[src/hdl/cvr_pkg.sv]
// cvr_pkg: shared types, constants and helper functions for the cold victim reservoir
// used by cvr_alu and cold_victim_reservoir; depends on nothing else
package cvr_pkg;

  localparam int NUM_BINS = 4;
  localparam int SLOTS_PER_BIN = 4;
  localparam int NSLOTS = NUM_BINS * SLOTS_PER_BIN;

  localparam int SLOT_W = (NSLOTS > 1) ? $clog2(NSLOTS) : 1;
  localparam int BIN_W = (NUM_BINS > 1) ? $clog2(NUM_BINS) : 1;
  localparam int SPB_W = (SLOTS_PER_BIN > 1) ? $clog2(SLOTS_PER_BIN) : 1;

  localparam int LFSR_W = 16;
  localparam int DIV_CW = $clog2(LFSR_W);
  localparam logic [LFSR_W-1:0] LFSR_SEED = 16'hACE1;
  localparam logic [LFSR_W-1:0] LFSR_TAPS = 16'hB400;
  localparam int SMALLEST_BIN_BYTES = 8;

  localparam int ID_W = 20;
  localparam int SIZE_W = 16;
  localparam int TOUCH_W = 63;
  localparam int AGE_W = 64;
  localparam int BC_W = 21;
  localparam int REM_W = BC_W;
  localparam int ALU_W = 64;

  localparam logic [1:0] ACT_SAMPLE = 2'd0;
  localparam logic [1:0] ACT_OFFER = 2'd1;
  localparam logic [1:0] ACT_VICTIM = 2'd2;

  localparam logic [BC_W-1:0] BLOCK_COUNT_RESET = 21'd4096;

  // one result transaction, lowest field last
  typedef struct packed {
    logic [ID_W-1:0] victim_id;
    logic            victim_found;
    logic            inserted;
    logic [ID_W-1:0] sample_index;
    logic            index_valid;
  } res_t;

  typedef struct packed {
    logic             lt;
    logic [ALU_W-1:0] diff;
  } alu_res_t;

  function automatic logic [BIN_W-1:0] size_bin(input logic [SIZE_W-1:0] bytes);
    logic [BIN_W-1:0] b;
    logic             found;
    b = BIN_W'(NUM_BINS - 1);
    found = 1'b0;
    for (int i = 0; i < NUM_BINS - 1; i++) begin
      if (!found && (32'(bytes) <= 32'(SMALLEST_BIN_BYTES << i))) begin
        b = BIN_W'(i);
        found = 1'b1;
      end
    end
    return b;
  endfunction

  function automatic logic [SLOT_W-1:0] bin_base(input logic [BIN_W-1:0] bin);
    return SLOT_W'(int'(bin) * SLOTS_PER_BIN);
  endfunction

  function automatic logic [LFSR_W-1:0] lfsr_step(input logic [LFSR_W-1:0] s);
    return (s >> 1) ^ (s[0] ? LFSR_TAPS : '0);
  endfunction

endpackage

[src/hdl/cvr_alu.sv]
// cvr_alu: shared subtract and compare unit for the reservoir sequencer
// depends on cvr_pkg for the operand width and result type
module cvr_alu (
  input  logic [cvr_pkg::ALU_W-1:0] a,
  input  logic [cvr_pkg::ALU_W-1:0] b,
  output cvr_pkg::alu_res_t         res
);

  logic [cvr_pkg::ALU_W:0] full;

  // borrow out of a - b gives a < b
  assign full = {1'b0, a} - {1'b0, b};
  assign res.lt = full[cvr_pkg::ALU_W];
  assign res.diff = full[cvr_pkg::ALU_W-1:0];

endmodule

[src/hdl/cold_victim_reservoir.sv]
// cold_victim_reservoir: top level, sequencer around one shared compare/subtract unit
// depends on cvr_pkg and cvr_alu
//
// Usage:
//   s_* carries one request per transaction. s_tuser holds the action (0 sample,
//   1 offer, 2 victim request); s_tdata holds the candidate and request fields.
//   m_* returns exactly one result transaction for every request.
//   cfg_we/cfg_wdata write the block count; write it only while the block is idle.
// Sequencing:
//   a request is taken only when the sequencer is idle; it then runs alone.
//   sample: 16 restoring division steps on the unit, then the output state;
//   zero block count, invalid offer or unused action: straight to the output state.
//   offer: walks the slots of its bin, stops at the first free one, else ends in a final compare.
//   victim: walks the slots from the requested bin to the bin that yields
//   the victim, or to the last bin if none does.
//   every step goes through the single shared subtractor.
// Reset: synchronous rst empties every slot, seeds the LFSR with 0xACE1 and
//   sets the block count to 4096. No clearing pass is needed.
// Stall: a finished result sits in the output register; the next request is
//   taken meanwhile, and its result waits until m_tready frees the register.
module cold_victim_reservoir (
  input  logic         clk,
  input  logic         rst,
  input  logic         s_tvalid,
  output logic         s_tready,
  // cand_id[19:0], cand_valid[20], cand_size[36:21], cand_touch[99:37], req_size[115:100]
  input  logic [119:0] s_tdata,
  // action[1:0]
  input  logic [1:0]   s_tuser,
  output logic         m_tvalid,
  input  logic         m_tready,
  // index_valid[0], sample_index[20:1], inserted[21], victim_found[22], victim_id[42:23]
  output logic [47:0]  m_tdata,
  input  logic         cfg_we,
  input  logic [20:0]  cfg_wdata
);

  localparam logic [2:0] ST_IDLE = 3'd0;
  localparam logic [2:0] ST_DIV = 3'd1;
  localparam logic [2:0] ST_OFFER = 3'd2;
  localparam logic [2:0] ST_OFFER_CMP = 3'd3;
  localparam logic [2:0] ST_VICT = 3'd4;
  localparam logic [2:0] ST_OUT = 3'd5;

  logic [2:0] state;
  logic [cvr_pkg::BC_W-1:0] block_count;
  logic [cvr_pkg::LFSR_W-1:0] lfsr;

  logic [cvr_pkg::NSLOTS-1:0] slot_used;
  logic [cvr_pkg::ID_W-1:0] slot_entry [cvr_pkg::NSLOTS];
  logic [cvr_pkg::AGE_W-1:0] slot_age [cvr_pkg::NSLOTS];

  // working registers
  logic [cvr_pkg::LFSR_W-1:0] dvd;
  logic [cvr_pkg::REM_W-1:0] rem;
  logic [cvr_pkg::DIV_CW-1:0] cnt;
  logic [cvr_pkg::SLOT_W-1:0] k;
  logic [cvr_pkg::SPB_W-1:0] s;
  logic [cvr_pkg::BIN_W-1:0] bin;
  logic [cvr_pkg::SLOT_W-1:0] pick;
  logic have;
  logic [cvr_pkg::AGE_W-1:0] best;
  logic [cvr_pkg::ID_W-1:0] cid;
  logic [cvr_pkg::TOUCH_W-1:0] touch;
  cvr_pkg::res_t res;
  cvr_pkg::res_t out_res;
  logic out_valid;

  // request fields
  logic [cvr_pkg::ID_W-1:0] in_id;
  logic in_valid;
  logic [cvr_pkg::SIZE_W-1:0] in_size;
  logic [cvr_pkg::TOUCH_W-1:0] in_touch;
  logic [cvr_pkg::SIZE_W-1:0] in_req;
  logic [cvr_pkg::LFSR_W-1:0] lfsr_next;
  logic [cvr_pkg::BIN_W-1:0] in_bin;
  logic [cvr_pkg::BIN_W-1:0] req_bin;

  assign in_id = s_tdata[19:0];
  assign in_valid = s_tdata[20];
  assign in_size = s_tdata[36:21];
  assign in_touch = s_tdata[99:37];
  assign in_req = s_tdata[115:100];
  assign lfsr_next = cvr_pkg::lfsr_step(lfsr);
  assign in_bin = cvr_pkg::size_bin(in_size);
  assign req_bin = cvr_pkg::size_bin(in_req);

  // shared unit
  logic [cvr_pkg::ALU_W-1:0] alu_a;
  logic [cvr_pkg::ALU_W-1:0] alu_b;
  cvr_pkg::alu_res_t alu;
  logic [cvr_pkg::REM_W:0] rem_sh;

  assign rem_sh = {rem, dvd[cvr_pkg::LFSR_W-1]};

  always_comb begin
    alu_a = '0;
    alu_b = '0;
    case (state)
      ST_DIV: begin
        alu_a = cvr_pkg::ALU_W'(rem_sh);
        alu_b = cvr_pkg::ALU_W'(block_count);
      end
      ST_OFFER: begin
        alu_a = best;
        alu_b = slot_age[k];
      end
      ST_OFFER_CMP: begin
        alu_a = cvr_pkg::ALU_W'(touch);
        alu_b = best;
      end
      ST_VICT: begin
        alu_a = slot_age[k];
        alu_b = best;
      end
      default: begin
        alu_a = '0;
        alu_b = '0;
      end
    endcase
  end

  cvr_alu u_alu (
    .a  (alu_a),
    .b  (alu_b),
    .res(alu)
  );

  logic [cvr_pkg::REM_W-1:0] rem_next;
  logic take;
  logic have_next;
  logic [cvr_pkg::SLOT_W-1:0] pick_next;
  logic last_slot;
  logic last_bin;

  assign rem_next = alu.lt ? rem_sh[cvr_pkg::REM_W-1:0] : alu.diff[cvr_pkg::REM_W-1:0];
  // victim walk: keep the first coldest used slot of the current bin
  assign take = slot_used[k] && (!have || alu.lt);
  assign have_next = have || take;
  assign pick_next = take ? k : pick;
  assign last_slot = (s == cvr_pkg::SPB_W'(cvr_pkg::SLOTS_PER_BIN - 1));
  assign last_bin = (bin == cvr_pkg::BIN_W'(cvr_pkg::NUM_BINS - 1));

  assign s_tready = (state == ST_IDLE);
  assign m_tvalid = out_valid;
  assign m_tdata = {5'b0, out_res};

  always_ff @(posedge clk) begin
    if (rst) begin
      state <= ST_IDLE;
      block_count <= cvr_pkg::BLOCK_COUNT_RESET;
      lfsr <= cvr_pkg::LFSR_SEED;
      slot_used <= '0;
      out_valid <= 1'b0;
    end else begin
      if (cfg_we) begin
        block_count <= cfg_wdata;
      end
      // output register loads in ST_OUT, otherwise drains on m_tready
      if (state == ST_OUT) begin
        out_valid <= 1'b1;
      end else if (m_tready) begin
        out_valid <= 1'b0;
      end
      case (state)
        ST_IDLE: begin
          if (s_tvalid) begin
            res <= '0;
            case (s_tuser)
              cvr_pkg::ACT_SAMPLE: begin
                if (block_count != '0) begin
                  lfsr <= lfsr_next;
                  dvd <= lfsr_next;
                  rem <= '0;
                  cnt <= '0;
                  state <= ST_DIV;
                end else begin
                  state <= ST_OUT;
                end
              end
              cvr_pkg::ACT_OFFER: begin
                if (in_valid) begin
                  cid <= in_id;
                  touch <= in_touch;
                  k <= cvr_pkg::bin_base(in_bin);
                  s <= '0;
                  best <= '0;
                  pick <= cvr_pkg::bin_base(in_bin);
                  state <= ST_OFFER;
                end else begin
                  state <= ST_OUT;
                end
              end
              cvr_pkg::ACT_VICTIM: begin
                bin <= req_bin;
                k <= cvr_pkg::bin_base(req_bin);
                s <= '0;
                have <= 1'b0;
                best <= '0;
                pick <= cvr_pkg::bin_base(req_bin);
                state <= ST_VICT;
              end
              default: begin
                state <= ST_OUT;
              end
            endcase
          end
        end
        ST_DIV: begin
          rem <= rem_next;
          dvd <= dvd << 1;
          cnt <= cnt + 1'b1;
          if (cnt == cvr_pkg::DIV_CW'(cvr_pkg::LFSR_W - 1)) begin
            res.index_valid <= 1'b1;
            res.sample_index <= rem_next[cvr_pkg::ID_W-1:0];
            state <= ST_OUT;
          end
        end
        ST_OFFER: begin
          if (!slot_used[k]) begin
            // first free slot wins at once
            slot_used[k] <= 1'b1;
            slot_entry[k] <= cid;
            slot_age[k] <= cvr_pkg::AGE_W'(touch);
            res.inserted <= 1'b1;
            state <= ST_OUT;
          end else begin
            if (alu.lt) begin
              best <= slot_age[k];
              pick <= k;
            end
            if (last_slot) begin
              state <= ST_OFFER_CMP;
            end else begin
              s <= s + 1'b1;
              k <= k + 1'b1;
            end
          end
        end
        ST_OFFER_CMP: begin
          // replace the warmest slot only if the candidate is strictly colder
          if (alu.lt) begin
            slot_used[pick] <= 1'b1;
            slot_entry[pick] <= cid;
            slot_age[pick] <= cvr_pkg::AGE_W'(touch);
            res.inserted <= 1'b1;
          end
          state <= ST_OUT;
        end
        ST_VICT: begin
          if (take) begin
            best <= slot_age[k];
          end
          // have_next is low whenever the walk moves on to the next bin
          have <= have_next;
          pick <= pick_next;
          if (last_slot) begin
            if (have_next) begin
              slot_used[pick_next] <= 1'b0;
              res.victim_found <= 1'b1;
              res.victim_id <= slot_entry[pick_next];
              state <= ST_OUT;
            end else if (last_bin) begin
              state <= ST_OUT;
            end else begin
              bin <= bin + 1'b1;
              k <= k + 1'b1;
              s <= '0;
            end
          end else begin
            s <= s + 1'b1;
            k <= k + 1'b1;
          end
        end
        ST_OUT: begin
          if (!out_valid || m_tready) begin
            out_res <= res;
            state <= ST_IDLE;
          end
        end
        default: begin
          state <= ST_IDLE;
        end
      endcase
    end
  end

  // one request in flight at a time
  a_one_in_flight: assert property (@(posedge clk) disable iff (rst)
    (s_tvalid && s_tready) |=> !s_tready)
    else $error("request taken while another is in flight");

  // a result reports at most one kind of outcome
  a_one_outcome: assert property (@(posedge clk) disable iff (rst)
    m_tvalid |-> ($countones({m_tdata[0], m_tdata[21], m_tdata[22]}) <= 1))
    else $error("result carries more than one outcome");

  // the lfsr never falls into the all-zero lockup state
  a_lfsr_live: assert property (@(posedge clk) disable iff (rst)
    lfsr != '0)
    else $error("lfsr reached zero");

  // a division that has run always yields a valid sample index
  a_sample_after_div: assert property (@(posedge clk) disable iff (rst)
    (state == ST_OUT && $past(state) == ST_DIV) |-> res.index_valid)
    else $error("division finished without an index");

endmodule
[config.mk]
export PLATFORM = sky130hd
export DESIGN_NAME = cold_victim_reservoir
export DESIGN_NICKNAME = d
export VERILOG_FILES = /design/src/hdl/cvr_pkg.sv /design/src/hdl/cvr_alu.sv /design/src/hdl/cold_victim_reservoir.sv
export SDC_FILE = /design/constraint.sdc
export NUM_CORES = 2
export LEC_CHECK = 0
export BUFFER_PORTS_ARGS = -buffer_cell sky130_fd_sc_hd__buf_4
export CAP_MARGIN = 30
export CORE_ASPECT_RATIO = 1.2
export CORE_MARGIN = 2
export CORE_UTILIZATION = 35
export DETAILED_ROUTE_END_ITERATION = 8
export GPL_ROUTABILITY_DRIVEN = 0
export PLACE_DENSITY = 0.62
export SYNTH_ARGS = -nofsm -noshare
export SYNTH_HDL_FRONTEND = slang
export SYNTH_SLANG_ARGS = --single-unit
[constraint.sdc]
create_clock -name clk -period 9.4 [get_ports clk]
set_clock_uncertainty 0.2 [all_clocks]
set_input_delay 0.47 -clock clk [delete_from_list [all_inputs] [get_ports clk]]
set_output_delay 0.47 -clock clk [all_outputs]
set_load 0.02 [all_outputs]
# Word-level counts from Yosys, hierarchy flattened

Memories as Yosys holds them, arrays and structs flattened. A register that Yosys moved wholly into a read port is not among the register bits.
Index checks and enable logic that the tools add are counted.

Logic and storage cells: 241
Memories: 2
RAM bits: 1328
Output and inout port bits: 50
Register bits after elaboration: 344
Input bits: 148

$lt $le $gt $ge: 12
Equality and inequality tests: 32
$add $sub $neg: 5
Bitwise gates (word level): 6
Reductions and logical operators: 43
Multiplexer cells: 115

Memory list:

| memory     | words | width | rd ports | clocked after memory_dff | wr ports | line                        | source |
|---|---|---|---|---|---|---|---|
| slot_age   | 16    | 63    | 1        | 1                        | 1        | cold_victim_reservoir.sv:51 | `logic [cvr_pkg::AGE_W-1:0] slot_age [cvr_pkg::NSLOTS];` |
| slot_entry | 16    | 20    | 1        | 0                        | 1        | cold_victim_reservoir.sv:50 | `logic [cvr_pkg::ID_W-1:0] slot_entry [cvr_pkg::NSLOTS];` |

Operators with widths:

| operator                                                         | number |
|---|---|
| case mux 64 bit (3 select lines)                                 | 2 |
| 2-to-1 mux 64 bit                                                | 5 |
| case mux 64 bit (4 select lines)                                 | 1 |
| 2-to-1 mux 21 bit                                                | 7 |
| 2-to-1 mux 16 bit                                                | 8 |
| case mux 64 bit (2 select lines)                                 | 1 |
| case mux 21 bit (2 select lines)                                 | 3 |
| subtractor 64 x 64 -> 65 bit                                     | 1 |
| 2-to-1 mux 4 bit                                                 | 16 |
| 2-to-1 mux 63 bit                                                | 1 |
| OR reduction 63 bit                                              | 1 |
| case mux 16 bit (3 select lines)                                 | 1 |
| 2-to-1 mux 43 bit                                                | 1 |
| 2-to-1 mux 2 bit                                                 | 18 |
| less-or-equal comparator 16 x 4 -> 1 bit (second input constant) | 2 |
| less-or-equal comparator 16 x 5 -> 1 bit (second input constant) | 2 |
| less-or-equal comparator 16 x 6 -> 1 bit (second input constant) | 2 |
| OR 16 bit                                                        | 2 |
| case mux 16 bit (2 select lines)                                 | 1 |
| 2-to-1 mux 3 bit                                                 | 10 |
| AND reduction 5 bit                                              | 5 |
| 2-to-1 mux 1 bit                                                 | 24 |
| inequality test 2 bit (second input constant)                    | 12 |
| case mux 4 bit (3 select lines)                                  | 2 |
| 43 further kinds                                                 | 85 |

# Longest topological paths before layout

Word-level depth: 16
Depth in mapped cells: 22
Gate-level depth less buffers: 18

# By module

A second synthesis with hierarchy kept.

Cell total of the unflattened synthesis: 4452
Area, all modules: 71787.6 um^2

By module, submodules not included:

| module                | sequential area each (um^2) | cells an instance | area an instance (um^2) | instances |
|---|---|---|---|---|
| cold_victim_reservoir | 49687.7                     | 3835              | 67758.7                 | 1 |
| cvr_alu               | 0.0                         | 617               | 4028.9                  | 1 |

# Worst setup path before layout

OpenSTA, ideal clock, no wires.

Path kind: register -> register
Start point: register (tool-made name)
End point: memory slot_age[3][0] (netlist name), enable pin
Stages on the path, launching flop included: 19
Setup time: 0.552 ns
Required time: 8.648 ns
Arrival time: 8.872 ns
Path slack: -0.224 ns
Path buffers: 4
Clock period less this slack: 9.624 ns
Cell sequence: dfxtp_1 clkbuf_1 clkbuf_1 buf_1 mux4_2 mux4_2 a22oi_1 o22ai_1 ha_1 a21o_1 a211o_1 nor4b_2 nor2_1 a31oi_4 o21ai_1 nor3_1 clkbuf_1 nand4_1 a21oi_1

RTL lines:

| item          | line |
|---|---|
| end, declared | cold_victim_reservoir.sv:51 |

==> results.ini <==
[clock_tree]
cts_tree=yes
clockBufferDepth=3
worst_skew_pair.late_latency_ns=0.81
tritoncts.num_buffers=166
cts_root_buf=clkbuf_16
cts-hold-fix-buffers=153
clkSlewWorstSetupHoldPaths_ns=0.06
postCtsSetupBuffers=0
clock_sinks=1675
htreeDepth=4
cts-resized-gates=0

[detailed_routing]
routed_wire_length_per_instance_um=24.5
via_count=35800
ant_nets=0
wl_um=165000
drc_violations_left=0
first_pass_iters=6
drt_first_iter_violations=3622
vias_per_cell=5.29

[yosys]
ys_top_cells_by_area=edfxtp_1, mux4_2, mux2i_1
async_reset_ff_share_pct=0
synth_enable_flop_cells=1614
synth_warnings=0
synthesis.area_per_instance_sq_um=18.6
most_instantiated_library_cell_after_synthesis=edfxtp_1
dominantRegCellSynth=edfxtp_1
synth_top_area_share_pct=71.8
synth_cell_type_count=67
yosys_register_bits=1675
netlist_area_sq_um=67500
synthesis.instances=3634
netlist.top_cell.by_area=edfxtp_1
yosys-top-cells-count=edfxtp_1, mux4_2, mux2i_1
synth_seq_area_share_pct=73.6

[worst_hold_path]
hold_class=in -> reg
timing.hold.worst_path_depth=4

[sta]
finalMaxSlewViolations=0
tightest_slew_ns=1.01
final.hold.worst_slack_ns=0.0584
post-route-min-period_ns=6.88
max_slew_margin_pct=31.8
final.setup.tns_ns=0
setup_repair_after_global_routing_missed_its_margin=false
final_hold_viol_count=0
max_clock_freq_mhz=145
min_period_over_period_pct=73.2
setup_viol=0

[run_status]
outcome=finished clean

[setup_path]
critPathLaunchType=flip-flop
crit_path_max_incr_delay_ns=0.84
crit_path_cell_trace=buf_4, mux4_2, mux4_2, nand2_1, o21ai_0, ha_1, a21oi_1, o21ai_0, a22oi_1, o211ai_2, a31oi_4, o21a_2, a21o_1, nand2b_1, buf_8, nor2_4, buf_12
worst_r2r_path_depth=17
timing.critical_path.slowest_stage_cell=dfxtp_4
path_max_fanout=43
timing.critical_path.arrival_ns=7.17
worst-setup-path-type=reg -> reg
worst_ep_required_time_ns=9.69
cp-end-kind=flip-flop

[global_routing]
grtUsageTotal_pct=16.7
initial_antenna_violation_count=12
grt_overflow_total=0
grt_first_pass_wirelength_um=243000
grt_pass1_vias=36300
largest_net_degree_at_the_start_of_global_routing=72

[floorplanning]
die_y_um=485
die-area_sq_um=196000
fp-row-count=176
floorplan.die.width_um=405
ioPinCount=198
area_of_the_core_region_sq_um=192000
initial_core_util_pct=35.2

[place]
port_buffers=188
post-dp-hpwl_um=89900

[layout]
post_route_cells_drive_above_1_share_pct=22.0
final_net_count=4262
flow.area_growth_from_synthesis_pct=18.3

[power]
powerDensity_nw_per_um2=265
ir_drop_v=0.000287
leakage_nw=25.9

[job]
maxCapViolations=0

-- layer usage --
metal	part of all wire, %	global-route usage (%)
met4	1.8	4.07
met3	5.7	2.79
met1	44	23.2
met5	0.033	0
met2	48	27.2
-- registers in the layout, summed over array words and instances (netlist names), 20 cells and up, named ones only --
signal,flops
res,43
cid,20
best,63
touch,63
slot_entry,320
rem,21
slot_age,1008
block_count,21
m_tdata,43
-- worst max-delay path: cells and delay by family, from the launching register on --
family          cells  cell delay [ns]
compound gates      8             2.40
fa+ha+maj           1             0.25
buf+inv             3             1.01
flops               1             0.84
mux                 2             0.86
simple gates        3             0.92
-- path summary, 6_finish.rpt --
kind	to	start	slack (ns)
worst max-delay path	slot_entry[8][7]	flip-flop	2.52
worst min-delay path	bin[0]	s_tdata[104]	0.06
worst max register to register	slot_entry[8][7]	flip-flop	2.52
worst min register to register	m_tdata[12]	res[12]	0.21
-- through the flow --
step / utilization, % / power (mW) / instance area, sq um / cells / setup slack, ns
after floorplan: - / 13.0 / 67500 / 3638 / 0.302
after global placement: 38.0 / 14.7 / 72900 / 6297 / 2.15
after detailed placement: 38.1 / 14.7 / 73000 / 6303 / 2.49
after CTS: 41.6 / 21.4 / 79900 / 6761 / 2.42
after global routing: 41.6 / 22.1 / 79900 / 6762 / 2.13
final: 41.7 / 21.2 / 79900 / 6763 / 2.52
-- cell usage in the layout, fill, tap and decap left out, drive strengths merged, types with 85 or more instances in the layout --
master / n
mux2i: 281
o22ai: 104
o21ai: 85
edfxtp: 1614
clkinv: 88
dlygate4sd3: 153
mux4: 319
nor2: 144
nand2: 154
a21oi: 134
buf: 300
clkbuf: 193
-- area by class of cell --
cell class,instances,area (sq um)
fill,16800,112000
sequential,1675,49700
multi-input combinational,1734,17100
timing repair buffer,453,4400
clock buffer,193,4290
tap,2581,3230
clock inverter,112,1070
inverter,13,48.8
antenna,2,5.00
-- cell families (layout without fill, tap and decap cells) --
group                      count (synthesis)  count (layout)  share of synthesized area (%)
AOI/OAI and AO/OA                        496             496                           4.63
adders and majority gates                 71              71                           1.33
DFF                                     1675            1675                           73.6
muxes                                    603             603                           14.9
xor gates and xnor gates                  22              22                          0.285
and+or+nand+nor                          537             537                           3.88
buffers and inverters                    229             771                           1.43
other                                      1               7                        0.00555
-- power breakdown --
part	internal [mW]	switching, mW
registers	8.49	0.322
clock network	3.70	2.86
logic	2.62	3.17
total	14.8	6.35
No activity file was read; power rests on OpenSTA's default activity.
